### src/rtl/core/assert_macros.svh
// Assertion macros used by the top-level RTL file.
`ifndef ASSERT_MACROS_SVH
`define ASSERT_MACROS_SVH
`define BPC_ASSERT_IMPL(lbl, ante, cons) \
  lbl: assert property (@(posedge clk) disable iff (rst) (ante) |-> (cons)) \
    else $error("assertion failed");
`define BPC_ASSERT_NEXT(lbl, ante, cons) \
  lbl: assert property (@(posedge clk) disable iff (rst) (ante) |=> (cons)) \
    else $error("assertion failed");
`endif

### src/rtl/core/bpc_pkg.sv
// Types, constants and helpers of the pressure compensation unit.
package bpc_pkg;
  localparam int NUM_CAL = 5;
  localparam int CAL_IDX_W = 3;
  localparam int QDEPTH = 4;
  localparam int QPTR_W = 2;
  localparam int QCNT_W = 3;
  localparam int SIDE_W = 64;
  localparam int DIV_STAGES = 32;

  localparam logic [CAL_IDX_W-1:0] CAL_WORD_0 = 3'd0;
  localparam logic [CAL_IDX_W-1:0] CAL_WORD_1 = 3'd1;
  localparam logic [CAL_IDX_W-1:0] CAL_WORD_2 = 3'd2;
  localparam logic [CAL_IDX_W-1:0] CAL_WORD_3 = 3'd3;
  localparam logic [CAL_IDX_W-1:0] CAL_WORD_4 = 3'd4;

  localparam logic [31:0] K_4000 = 32'd4000;
  localparam logic [31:0] K_3038 = 32'd3038;
  localparam logic [31:0] K_NEG_7357 = 32'hFFFF_E343;
  localparam logic [31:0] K_3791 = 32'd3791;
  localparam logic [31:0] K_32768 = 32'd32768;
  localparam logic [31:0] K_50000 = 32'd50000;

  typedef logic [SIDE_W-1:0] side_t;

  typedef struct packed {
    logic [15:0] raw_temp;
    logic [15:0] raw_pressure;
  } in_item_t;

  typedef struct packed {
    logic signed [31:0] temp_tenths;
    logic signed [31:0] pressure_pa;
    logic divide_fault;
  } out_item_t;

  typedef struct packed {
    logic [31:0] ac1, ac2, ac3, ac4, ac5, ac6, b1, b2, mc, md;
  } coef_t;

  typedef struct packed {
    logic [31:0] x1;
    logic [15:0] up;
  } front_item_t;

  typedef struct packed {
    logic full;
    logic empty;
    logic [QCNT_W-1:0] count;
  } queue_stat_t;

  function automatic logic [31:0] sx16(logic [15:0] v);
    return {{16{v[15]}}, v};
  endfunction

  function automatic logic [31:0] asr(logic [31:0] x, int unsigned n);
    return 32'($signed(x) >>> n);
  endfunction

  function automatic coef_t decode(logic [31:0] w0, logic [31:0] w1, logic [31:0] w2,
                                   logic [31:0] w3, logic [31:0] w4);
    coef_t c;
    c.ac1 = sx16(w0[31:16]);
    c.ac2 = sx16(w0[15:0]);
    c.ac3 = sx16(w1[31:16]);
    c.ac4 = {16'd0, w1[15:0]};
    c.ac5 = {16'd0, w2[31:16]};
    c.ac6 = {16'd0, w2[15:0]};
    c.b1  = sx16(w3[31:16]);
    c.b2  = sx16(w3[15:0]);
    c.mc  = sx16(w4[31:16]);
    c.md  = sx16(w4[15:0]);
    return c;
  endfunction
endpackage

### src/rtl/core/bpc_queue.sv
// Short queue between the front end and the back end.
module bpc_queue (
  input  logic clk,
  input  logic rst,
  input  logic push,
  input  bpc_pkg::front_item_t push_data,
  input  logic pop,
  output bpc_pkg::front_item_t pop_data,
  output bpc_pkg::queue_stat_t stat
);
  import bpc_pkg::*;

  front_item_t mem [QDEPTH];
  logic [QPTR_W-1:0] wr_ptr;
  logic [QPTR_W-1:0] rd_ptr;
  logic [QCNT_W-1:0] count;

  assign stat.count = count;
  assign stat.full = (count == QCNT_W'(QDEPTH));
  assign stat.empty = (count == '0);
  assign pop_data = mem[rd_ptr];

  always_ff @(posedge clk) begin
    if (rst) begin
      wr_ptr <= '0;
      rd_ptr <= '0;
      count <= '0;
    end else begin
      if (push) begin
        wr_ptr <= wr_ptr + 1'b1;
      end
      if (pop) begin
        rd_ptr <= rd_ptr + 1'b1;
      end
      if (push && !pop) begin
        count <= count + 1'b1;
      end else if (pop && !push) begin
        count <= count - 1'b1;
      end
    end
    if (push) begin
      mem[wr_ptr] <= push_data;
    end
  end
endmodule

### config.mk
export PLATFORM = sky130hd
export DESIGN_NAME = bpc_queue
export DESIGN_NICKNAME = d
export VERILOG_FILES = /design/src/rtl/core/assert_macros.svh /design/src/rtl/core/bpc_pkg.sv /design/src/rtl/core/bpc_queue.sv
export SDC_FILE = /design/constraint.sdc
export NUM_CORES = 1
export LEC_CHECK = 0
export ABC_CLOCK_PERIOD_IN_PS = 3000
export CORE_UTILIZATION = 30
export CTS_BUF_LIST = sky130_fd_sc_hd__clkbuf_2 sky130_fd_sc_hd__clkbuf_4 sky130_fd_sc_hd__clkbuf_8
export DETAILED_ROUTE_END_ITERATION = 16
export DONT_BUFFER_PORTS = 1
export MAX_ROUTING_LAYER = met4
export PLACE_DENSITY = 0.4
export SETUP_SLACK_MARGIN = 0.5
export SYNTH_ARGS = -nofsm -noshare
export SYNTH_HDL_FRONTEND = slang
export SYNTH_SLANG_ARGS = --single-unit
### constraint.sdc
create_clock -name clk -period 3 [get_ports clk]
set_input_delay 0 -clock clk [delete_from_list [all_inputs] [get_ports clk]]
set_output_delay 0 -clock clk [all_outputs]
set_load 0.01 [all_outputs]
# Yosys cells after proc, flatten, opt, wreduce, memory -nomap -nowiden

Memories as Yosys holds them, arrays and structs flattened. A register that Yosys moved wholly into a read port is not among the register bits.
Cells that the tools add are included.

Register bits after elaboration: 7
Bits in latches: 0
Bits in writable memories: 192
ROM bits: 0
Input port bits: 52
Output and inout bits: 53
Word-level logic and storage cells: 21
Memories kept: 1

Memory list:

| name | words | width | rd ports | clocked after memory_dff | write ports | line            | RTL |
|---|---|---|---|---|---|---|---|
| mem  | 4     | 48    | 1        | 1                        | 1           | bpc_queue.sv:13 | `front_item_t mem [QDEPTH];` |

Add/sub/neg operators: 4
$mul: 0
Div/mod/pow operators: 0
$lt $le $gt $ge: 0
Equality and inequality tests: 1
Shift-type cells: 0
Muxes and demuxes: 6
Bitwise operators: 0
Reduce and logical (&&, ||, !) cells: 6

Operators with widths:

| cell                                              | count |
|---|---|
| 2-to-1 mux 3 bit                                  | 2 |
| adder 2 x 1 -> 2 bit (second input constant)      | 2 |
| 2-to-1 mux 2 bit                                  | 2 |
| adder 3 x 1 -> 3 bit (second input constant)      | 1 |
| == test 3 bit (second input constant)             | 1 |
| logical NOT 3 bit                                 | 1 |
| subtractor 3 x 1 -> 3 bit (second input constant) | 1 |
| logical AND 1 bit                                 | 2 |
| logical NOT 1 bit                                 | 2 |
| 2-to-1 mux 1 bit                                  | 2 |
| nonzero test 2 bit                                | 1 |

# Logic depth before layout (Yosys ltp)

Depth after elaboration: 4
Mapped depth: 7
Gate-level depth less buffers: 7

# Worst setup path before layout

OpenSTA, ideal clock, no wires.

Path kind: register to register
From: register wr_ptr[0]
To: memory mem[2][0] (netlist bit) (enable)
Library setup time: 0.410 ns
Arrival: 1.690 ns
Required time: 2.590 ns
Path slack: 0.900 ns
Stages on the path, launching flop included: 4
Cell sequence: dfxtp_1 > inv_1 > ha_1 > and2_1

RTL lines:

| item                     | line            | RTL |
|---|---|---|
| start: declaration       | bpc_queue.sv:14 | `logic [QPTR_W-1:0] wr_ptr;` |
| start signal: assignment | bpc_queue.sv:30 | `wr_ptr <= wr_ptr + 1'b1;` |
| end: declaration         | bpc_queue.sv:13 |  |

Straight into the memory's write port.

==> run metrics <==
Leak around 2.9 nW; global route overflow 0; distinct cell type count after synthesis 21; area of the multi-input gates 0.00132 sq mm; R2R Path Start wr_ptr[0]$_SDFFE_PP0P_; TritonCTS buffer count 37; final instance area 0.00910 sq mm; Mapped Cells around 290; core footprint 0.0238 sq mm; Placement Setup Slack ~1.2 ns; setup slack, reg-to-reg 1.26 ns; final wirelength 14.2 mm; Post-Layout Cell Count 730; Final nets 443; slowest stage cell, crit path dfxtp_4; via count approximately 3200; delay of the slowest critical-path stage about 0.74 ns; DRC 0; First-pass DRT Iterations 4; share of the yosys chip area belonging to registers 80.9%; placed cell areas 0.00784 sq mm; Die Span Y 158 microns; CP Data Arrival Time between 2 and 2.5 ns; WL/cell 19.4 microns; postcts setup bufs 0; pin count of the biggest net entering global routing 28; Final HPWL DP 8.31 mm; Worst setup SP type flip-flop; clk sinks 201; Final setup viols 0; Antenna Cells 0; post-route clock period utilization 71.0%; vias in the first global route around 3600; Reg2Reg Capture Point mem[0][20]$_DFFE_PP_; Tmin final 2.13 ns; Starting Density 30.9%; H-tree depth 2; Power Density around 700 mW/mm^2; utilization after layout 38.3%; clk_lat worst skew 0.50 ns; Max-Cap Viols 0; CTS tree done; Filler cells roughly 2200; min-delay worst type input port to flip-flop; Yosys reg bits 201; IO buf count 0; layout cell share with drive strength beyond 1 approximately 29%; critical path cell sequence buf_12 > mux4_2; GP Congestion 0.665; cell depth of the worst flop-to-flop path 4; max-slew violation count 0; crit end category output port; GRT Resource Usage Total 12.1%; P&R area growth vs syn 23.8%; Syn Std Cell Area 0.00735 sq mm; die area approximately 0.025 sq mm; P_sw 1.41 mW; synth warn 0; die width between 150 and 200 microns; clock share of power 40.2%; Mean Syn Cell Area 25.0 sq um; Hold Fails Final Rpt 0; status completed; Worst-Margin Slew ~0.73 ns; Pwr Total ~6.4 mW; setup slack after layout 0.870 ns; clock skew 0.0221 ns; Vias/cell 4.45; Hold Path End mem[0][43]$_DFFE_PP_; clock slew at reported path FFs 0.06 ns; num ports 105; Relative slew margins 51.5%; Root Driver clkbuf_8; first-pass GRT wire length 21.3 mm; DRT antenna net count 0; placed cells 613; Setup Total Neg Slack 0 ns; Comb pwr share approximately 8.2%; num rows 56; worst hold margin between 0.04 and 0.05 ns; initial antenna violation count 0; total area of sequential cells between 0.005 and 0.006 sq mm; internal power 4.99 mW; crit-path max FO 27; 1st-iter DRT viols 112; Sw Share 22.1%; syn nets 352; Hold Crit Depth 1; fmax 0.470 GHz; Worst VDD drop ~0.31 mV; Hold Crit Start push; clk buf depth 3; WS Path Type flip-flop to output port; sequential share of power between 50% and 60%; Critical Path RT 3.00 ns; RSZ-0062 raised after global routing false
## cells in the mapped netlist
cell	number	area share [%]
or3_1	1	0.085
a21oi_1	1	0.068
buf_6	3	0.46
mux2i_1	2	0.27
xor2_1	3	0.36
nor2_1	7	0.36
clkbuf_1	3	0.15
fa_1	1	0.27
nor3b_1	1	0.10
and2_1	4	0.34
o21ai_0	1	0.068
edfxtp_1	192	78
buf_4	2	0.20
xnor2_1	2	0.24
buf_2	3	0.20
nand2_1	1	0.051
ha_1	5	0.85
nor3_1	1	0.068
mux4_2	48	15
dfxtp_1	9	2.5
inv_1	4	0.20
## registers in the layout, summed over array words and instances (netlist names), named ones only
name and count:
mem 192, count 3, rd_ptr 2, wr_ptr 2
## placed cells by master, fill, tap and decap left out, drive strengths merged, types with 2 or more instances in the layout
master       count
nor2             7
ha               5
mux2i            2
xor2             3
bufinv           2
clkbuf          51
xnor2            2
mux4            48
inv              4
edfxtp         192
and2             4
buf             11
dfxtp            9
clkinv          11
dlygate4sd3     52
## kinds of logic (layout without fill, tap and decap cells)
kind of cell	Yosys count	after routing	share of synthesized area (%)
flip-flops	201	201	80.9
buffers and inverters	15	132	1.23
adder cells (fa/ha/maj)	6	6	1.12
multiplexers	50	50	15.0
XOR/XNOR	5	5	0.596
AO/OA/AOI/OAI	2	2	0.136
AND/OR/NAND/NOR	15	15	1.00
## final cells by class
cell class,instances,area share [%]
Clock buffer,51,6.89
Clock inverter,14,1.22
Multi-Input combinational cell,78,14.5
Inverter,4,0.165
Timing Repair Buffer,63,7.45
Tap cell,319,4.39
Sequential cell,201,65.4
## power by group through the flow
stage               Clock [mW]  Combinational [mW]  Sequential [mW]
floorplan                    0               0.368             3.32
global placement             0               0.457             3.36
detailed placement           0               0.458             3.36
CTS                       2.68               0.543             3.31
global route              2.80               0.574             3.32
finish                    2.58               0.524             3.30
## critical path: cells and delay by family (launching register included)
kind | cells | cell delay [ns]
flip-flops | 1 | 0.74
multiplexers | 1 | 0.59
buffers and inverters | 1 | 0.28
## worst max-delay path by stage
stage	cells after the start	start	slack (ns)	endpoint
floorplan	3	wr_ptr[0]$_SDFFE_PP0P_	0.90	mem[2][0]$_DFFE_PP_
global placement	4	wr_ptr[0]$_SDFFE_PP0P_	1.26	mem[0][41]$_DFFE_PP_
detailed placement	4	wr_ptr[0]$_SDFFE_PP0P_	1.23	mem[0][29]$_DFFE_PP_
CTS	2	flip-flop	0.74	pop_data[46]
global route	2	flip-flop	0.67	pop_data[22]
finish	2	flip-flop	0.87	pop_data[22]
## routing by layer
metal	track usage (%)	routed length [microns]	share of wire [%]
met3	4.22	1030	7.2
met1	14.4	6050	43
met5	-	0	0
met2	18.8	6740	48
met4	4.58	337	2.4
## timing repair
action | CTS | global route
gates resized for setup | 0 | 0
hold buffers | 52 | 0
hold endpoints to repair | 222 | 0
Power figures use the tool's default switching activity.
