### config.mk
export PLATFORM = sky130hd
export DESIGN_NAME = bpc_front_flat
export DESIGN_NICKNAME = d
export VERILOG_FILES = /design/src/rtl/core/assert_macros.svh /design/src/rtl/core/bpc_pkg.sv /design/src/rtl/core/bpc_if.sv /design/src/rtl/core/bpc_front.sv /design/src/flat_wrapper.sv
export SDC_FILE = /design/constraint.sdc
export NUM_CORES = 1
export LEC_CHECK = 0
export ABC_AREA = 1
export BUFFER_PORTS_ARGS = -buffer_cell sky130_fd_sc_hd__buf_4
export CORE_ASPECT_RATIO = 1.75
export CORE_UTILIZATION = 25
export DETAILED_ROUTE_END_ITERATION = 12
export GPL_TIMING_DRIVEN = 0
export PLACE_DENSITY = 0.5
export SYNTH_ARGS = -nofsm -noshare
export SYNTH_HDL_FRONTEND = slang
export SYNTH_SLANG_ARGS = --single-unit
### constraint.sdc
create_clock -name clk -period 11.4 [get_ports clk]
set_clock_uncertainty 0.1 [all_clocks]
set_input_delay 1.14 -clock clk [delete_from_list [all_inputs] [get_ports clk]]
set_output_delay 1.14 -clock clk [all_outputs]
set_load 0.02 [all_outputs]
### src/rtl/core/assert_macros.svh
// Assertion macros used by the top-level RTL file.
`ifndef ASSERT_MACROS_SVH
`define ASSERT_MACROS_SVH
`define BPC_ASSERT_IMPL(lbl, ante, cons) \
  lbl: assert property (@(posedge clk) disable iff (rst) (ante) |-> (cons)) \
    else $error("assertion failed");
`define BPC_ASSERT_NEXT(lbl, ante, cons) \
  lbl: assert property (@(posedge clk) disable iff (rst) (ante) |=> (cons)) \
    else $error("assertion failed");
`endif

### src/rtl/core/bpc_pkg.sv
// Types, constants and helpers of the pressure compensation unit.
package bpc_pkg;
  localparam int NUM_CAL = 5;
  localparam int CAL_IDX_W = 3;
  localparam int QDEPTH = 4;
  localparam int QPTR_W = 2;
  localparam int QCNT_W = 3;
  localparam int SIDE_W = 64;
  localparam int DIV_STAGES = 32;

  localparam logic [CAL_IDX_W-1:0] CAL_WORD_0 = 3'd0;
  localparam logic [CAL_IDX_W-1:0] CAL_WORD_1 = 3'd1;
  localparam logic [CAL_IDX_W-1:0] CAL_WORD_2 = 3'd2;
  localparam logic [CAL_IDX_W-1:0] CAL_WORD_3 = 3'd3;
  localparam logic [CAL_IDX_W-1:0] CAL_WORD_4 = 3'd4;

  localparam logic [31:0] K_4000 = 32'd4000;
  localparam logic [31:0] K_3038 = 32'd3038;
  localparam logic [31:0] K_NEG_7357 = 32'hFFFF_E343;
  localparam logic [31:0] K_3791 = 32'd3791;
  localparam logic [31:0] K_32768 = 32'd32768;
  localparam logic [31:0] K_50000 = 32'd50000;

  typedef logic [SIDE_W-1:0] side_t;

  typedef struct packed {
    logic [15:0] raw_temp;
    logic [15:0] raw_pressure;
  } in_item_t;

  typedef struct packed {
    logic signed [31:0] temp_tenths;
    logic signed [31:0] pressure_pa;
    logic divide_fault;
  } out_item_t;

  typedef struct packed {
    logic [31:0] ac1, ac2, ac3, ac4, ac5, ac6, b1, b2, mc, md;
  } coef_t;

  typedef struct packed {
    logic [31:0] x1;
    logic [15:0] up;
  } front_item_t;

  typedef struct packed {
    logic full;
    logic empty;
    logic [QCNT_W-1:0] count;
  } queue_stat_t;

  function automatic logic [31:0] sx16(logic [15:0] v);
    return {{16{v[15]}}, v};
  endfunction

  function automatic logic [31:0] asr(logic [31:0] x, int unsigned n);
    return 32'($signed(x) >>> n);
  endfunction

  function automatic coef_t decode(logic [31:0] w0, logic [31:0] w1, logic [31:0] w2,
                                   logic [31:0] w3, logic [31:0] w4);
    coef_t c;
    c.ac1 = sx16(w0[31:16]);
    c.ac2 = sx16(w0[15:0]);
    c.ac3 = sx16(w1[31:16]);
    c.ac4 = {16'd0, w1[15:0]};
    c.ac5 = {16'd0, w2[31:16]};
    c.ac6 = {16'd0, w2[15:0]};
    c.b1  = sx16(w3[31:16]);
    c.b2  = sx16(w3[15:0]);
    c.mc  = sx16(w4[31:16]);
    c.md  = sx16(w4[15:0]);
    return c;
  endfunction
endpackage

### src/rtl/core/bpc_if.sv
// Valid/ready channel interfaces for samples and results.
interface bpc_in_if;
  import bpc_pkg::*;
  logic valid;
  logic ready;
  in_item_t data;
  modport source (output valid, output data, input ready);
  modport sink (input valid, input data, output ready);
endinterface


### src/rtl/core/bpc_front.sv
// Front end: accepts samples and forms the first temperature term.
module bpc_front (
  input  logic clk,
  input  logic rst,
  input  bpc_pkg::coef_t coef,
  bpc_in_if.sink samples,
  input  logic q_full,
  output logic push,
  output bpc_pkg::front_item_t push_data
);
  import bpc_pkg::*;

  logic f_v;
  logic accept;
  logic [31:0] diff;

  assign samples.ready = !f_v || !q_full;
  assign accept = samples.valid && samples.ready;
  assign push = f_v && !q_full;
  assign diff = {16'd0, samples.data.raw_temp} - coef.ac6;

  always_ff @(posedge clk) begin
    if (rst) begin
      f_v <= 1'b0;
    end else if (accept) begin
      f_v <= 1'b1;
    end else if (push) begin
      f_v <= 1'b0;
    end
    if (accept) begin
      push_data.x1 <= asr(32'(diff * coef.ac5), 15);
      push_data.up <= samples.data.raw_pressure;
    end
  end
endmodule

### src/flat_wrapper.sv
// flat-port wrapper written by rule: the top's interface ports become plain ports
module bpc_front_flat import bpc_pkg::*;
  (clk, rst, coef, q_full, push, push_data, samples_valid, samples_data, samples_ready);
  bpc_in_if samples_i ();
  input  logic clk;
  input  logic rst;
  input  bpc_pkg::coef_t coef;
  input  logic q_full;
  output logic push;
  output bpc_pkg::front_item_t push_data;
  input wire logic [$bits(samples_i.valid)-1:0] samples_valid;
  input wire logic [$bits(samples_i.data)-1:0] samples_data;
  output wire logic [$bits(samples_i.ready)-1:0] samples_ready;
  assign samples_i.valid = samples_valid;
  assign samples_i.data = samples_data;
  assign samples_ready = samples_i.ready;
  bpc_front u_core (.clk(clk), .rst(rst), .coef(coef), .samples(samples_i), .q_full(q_full), .push(push), .push_data(push_data));
endmodule
# Yosys cells after proc, flatten, opt, wreduce, memory -nomap -nowiden
# Index checks and enable logic that the tools add are counted.
# classes
n_addsub,1
n_mul,1
n_mux,2
n_reduce_logical,6
# ops
operator,n
$mul A32 B32 Y32,1
$sub A16 B32 Y32,1
$logic_and A1 B1 Y1,2
$logic_not A1 Y1,2
$mux W1,2
$reduce_bool A2 Y1,1
$logic_or A1 B1 Y1,1
# totals
reg_bits,34
output_inout_bits,50

# Depth between registers and ports, before layout
# depth
depth_word,4
ltp_mapped,45

# Worst setup path after synthesis
# Ideal clock, no wire load.
# synth_timing
path_type,in2reg
startpoint,in samples_data[16]
endpoint,reg u_core.push_data[32] (netlist name)
setup_ns,0.249
t_arrival_ns,8.381
slack_ns,2.670
path_stages,39
n_path_buf,2
path_cell_list,inv_1 ha_1 fa_1 inv_1 nand2_1 nand2_2 nand3_1 nand2_2 nand2_1 nand3_1 nand2_1 buf_4 inv_1 clkbuf_1 nor2_1 fa_1 fa_1 fa_1 [3 not listed] fa_1 inv_1 fa_1 inv_1 fa_1 fa_1 ha_1 a21oi_1 inv_1 o21ai_0 a21oi_1 a2111oi_0 nand2_1 nand3b_1 nand2_1 nand2_1 nand2_1 inv_1
# synth_via
elab_chain_cells,2
# synth_lines
element,line_no,text
start: declaration,flat_wrapper.sv:12,input wire logic [$bits(samples_i.data)-1:0] samples_data;
$sub A16 B32 Y32,bpc_front.sv:20,"assign diff = {16'd0, samples.data.raw_temp} - coef.ac6;"
$mul A32 B32 Y32,bpc_front.sv:31,"push_data.x1 <= asr(32'(diff * coef.ac5), 15);"
# Every way passes these cells.
# A chain may end at the register's enable or synchronous reset.

# Final worst setup path
# layout_timing
startpoint,in samples_data[16]
endpoint,reg u_core.push_data[31] (netlist name)
# layout_via
elab_chain_cells,2
# layout_lines
element,line_no
$sub A16 B32 Y32,bpc_front.sv:20
$mul A32 B32 Y32,bpc_front.sv:31
# Every way passes these cells.

==> results.md <==
* R2r endpoint: u_core.push_data[27]
* Cts hold-fix bufs at 0
* Core Area at 0.0729 sq mm
* Async S/R FF share, synth at 0%
* Final instance area at 0.0209 sq mm
* Post-CTS setup-driven buffer insertion count at 0
* Final setup fails at 0
* Worst Setup End Kind: flop
* Post-Synthesis Cells at 2391
* CP max stage delay at 0.66 ns
* Ant. Diodes at 0
* Top-area cell type share of the netlist area at 44.2%
* First-iteration detailed-routing DRC count at 658
* Unrepaired setup endpoints after global routing: false
* Clock tree root driver cell: clkbuf_16
* Synth area leaders: fa_1, inv_1, nand2_1, ha_1, nor2_1
* Peak Freq at 0.0938 GHz
* Yosys cell types at 44
* Largest net degree at the start of global routing at 32
* Via density per instance at 4.56
* Max-cap violations at 0
* Critical path type: primary input to flop
* Initial antenna violation count at 0
* Layout Nets at 3432
* Clock-pin slew on the worst setup and hold paths at 0.05 ns
* Synth Area per Inst at 7.73 sq um
* Worst-path fanout max at 10
* CTS tree: built
* Synth area leader: fa_1
* Post_cts resized at 0
* Final Hold Vio Count at 0
* Rows at 131
* Antenna-violating nets left at 0
* Critical Path Most Common Cell: fa_1
* Via count at 15800
* Gr usage total at 19.0%
* Die X at 208 um
* Final WL at 70100 um
* Worst slew margin at 9.59%
* Die area at 0.0751 sq mm
* Inserted Clock Buffers at 5
* Seq/Total Area, Yosys at 5.47%
* Worst hold start: u_core.f_v
* Vias in the first global route at 17200
* # H-tree levels at 2
* Most common flop cell mapped by yosys: edfxtp_1
* Top post-synthesis cells by count: inv_1, nand2_1, fa_1, nor2_1, ha_1
* Syn_nets at 3291
* Layout cells sized above 1 at 8.49%
* Clock buffer depth at 2
* Worst setup SP type: primary input
* R2r worst-path depth at 2
* Fin Setup TNS at 0 ns
* Uppermost layer routed: met4
* P&R area growth vs syn at 12.9%
* Hold Path Stages at 2
* Pre-Repair DR Iteration Count at 7
* Fin crit share at 93.5%
* Met2 routed WL at 37200 um
* Min cycle time layout at 10.66 ns
* Worst Hold Class: flop to flop
* EDFF count, synth at 33
* Worst Tran Pin Value at 1.34 ns
* Die height at 362 um
* Reg2reg start: u_core.f_v
* Placer Congestion at 0.968
* Routed len/inst at 20.2 um
* Worst hold endpoint: u_core.f_v
* R2R setup slack at 10.21 ns
* Worst-skew pair later-pin latency at 0.28 ns
* Synthesized flop and latch total at 34
* WP data arrival at 10.65 ns
* Global-route wire length before repair at 104000 um
* DR DRC count at 0
* Clock Sinks at 34
* M1 wire length at 23400 um
* Total grt overflow at 0
* Area post-placement at 0.0207 sq mm
* # IOs at 406
* Final Max Tran Viols at 0
* Cell with the most instances after synthesis: inv_1
* HPWL after DPL at 62500 um
* Syn Std Cell Area at 0.0185 sq mm
* Metal3 WL at 2000 um
* Synth Warn # at 0
* Req. time, crit path at 11.39 ns
* Slowest CP cell: a21oi_1
* Status: finished clean
* Port bufs at 133
* Initial Util at 25.3%
## routing by layer
metal	up-vias	GRT usage, %
met5	-	0
li1	7235	-
met2	498	36.6
met1	7868	18.0
met3	183	1.10
met4	0	17.1
## through the flow
stage | std cells | hold slack (ns) | setup WS, ns | utilization [%]
floorplan | 2391 | 0.503 | 2.67 | -
global placement | 3455 | 0.390 | 0.308 | 28.3
detailed placement | 3456 | 0.432 | 0.308 | 28.3
CTS | 3464 | 0.440 | 0.568 | 28.6
global route | 3464 | 0.491 | 0.212 | 28.6
finish | 3464 | 0.433 | 0.742 | 28.6
## critical path, delay by kind of cell
family	cells	cell delay, ns
fa+ha+maj	11	4.68
simple gates	9	1.31
compound gates	7	2.03
buf+inv	10	1.22
xor+xnor	1	0.24
## cell type report
type	instances	area (sq um)
tap	931	1160
clock inverter	3	68.8
buffer	84	388
multi-input combinational	1679	14900
inverter	594	2230
timing repair buffer	134	1020
sequential	34	1010
clock buffer	5	125
fill	8045	52100
## registers in the layout, summed over array words and instances (netlist names)
name and count:
u_core.push_data 33, u_core.f_v 1
## kinds of logic after synthesis
kind of cell	Yosys count	share of synthesized area, %
and+or+nand+nor	1006	22.4
buffers and inverters	678	14.2
adders and majority gates	544	53.4
AOI/OAI and AO/OA	96	2.78
DFF	34	5.47
xor gates and xnor gates	33	1.75
## cells in the final DEF, fill, tap and decap left out, types with 33 or more instances in the layout
master    netlist  layout
fa_1          408     408
ha_1          136     136
nand3_1        90      90
buf_4          16     149
clkbuf_1       59      59
nor2_1        353     353
inv_1         576     576
nand2_1       484     484
a21oi_1        55      54
edfxtp_1       33      33
## how the worst max path moves through the flow
stage,from,end,slack (ns),depth (start not counted)
detailed placement,samples_data[16],u_core.push_data[31],0.31,38
CTS,samples_data[16],u_core.push_data[31],0.57,38
finish,samples_data[16],u_core.push_data[31],0.74,38
global placement,samples_data[16],u_core.push_data[31],0.31,38
global route,samples_data[16],u_core.push_data[32],0.21,39
floorplan,samples_data[16],u_core.push_data[32],2.67,39
Power is not shown: default switching activity piles up to over one toggle a cycle in this logic, so the estimate is an artifact.
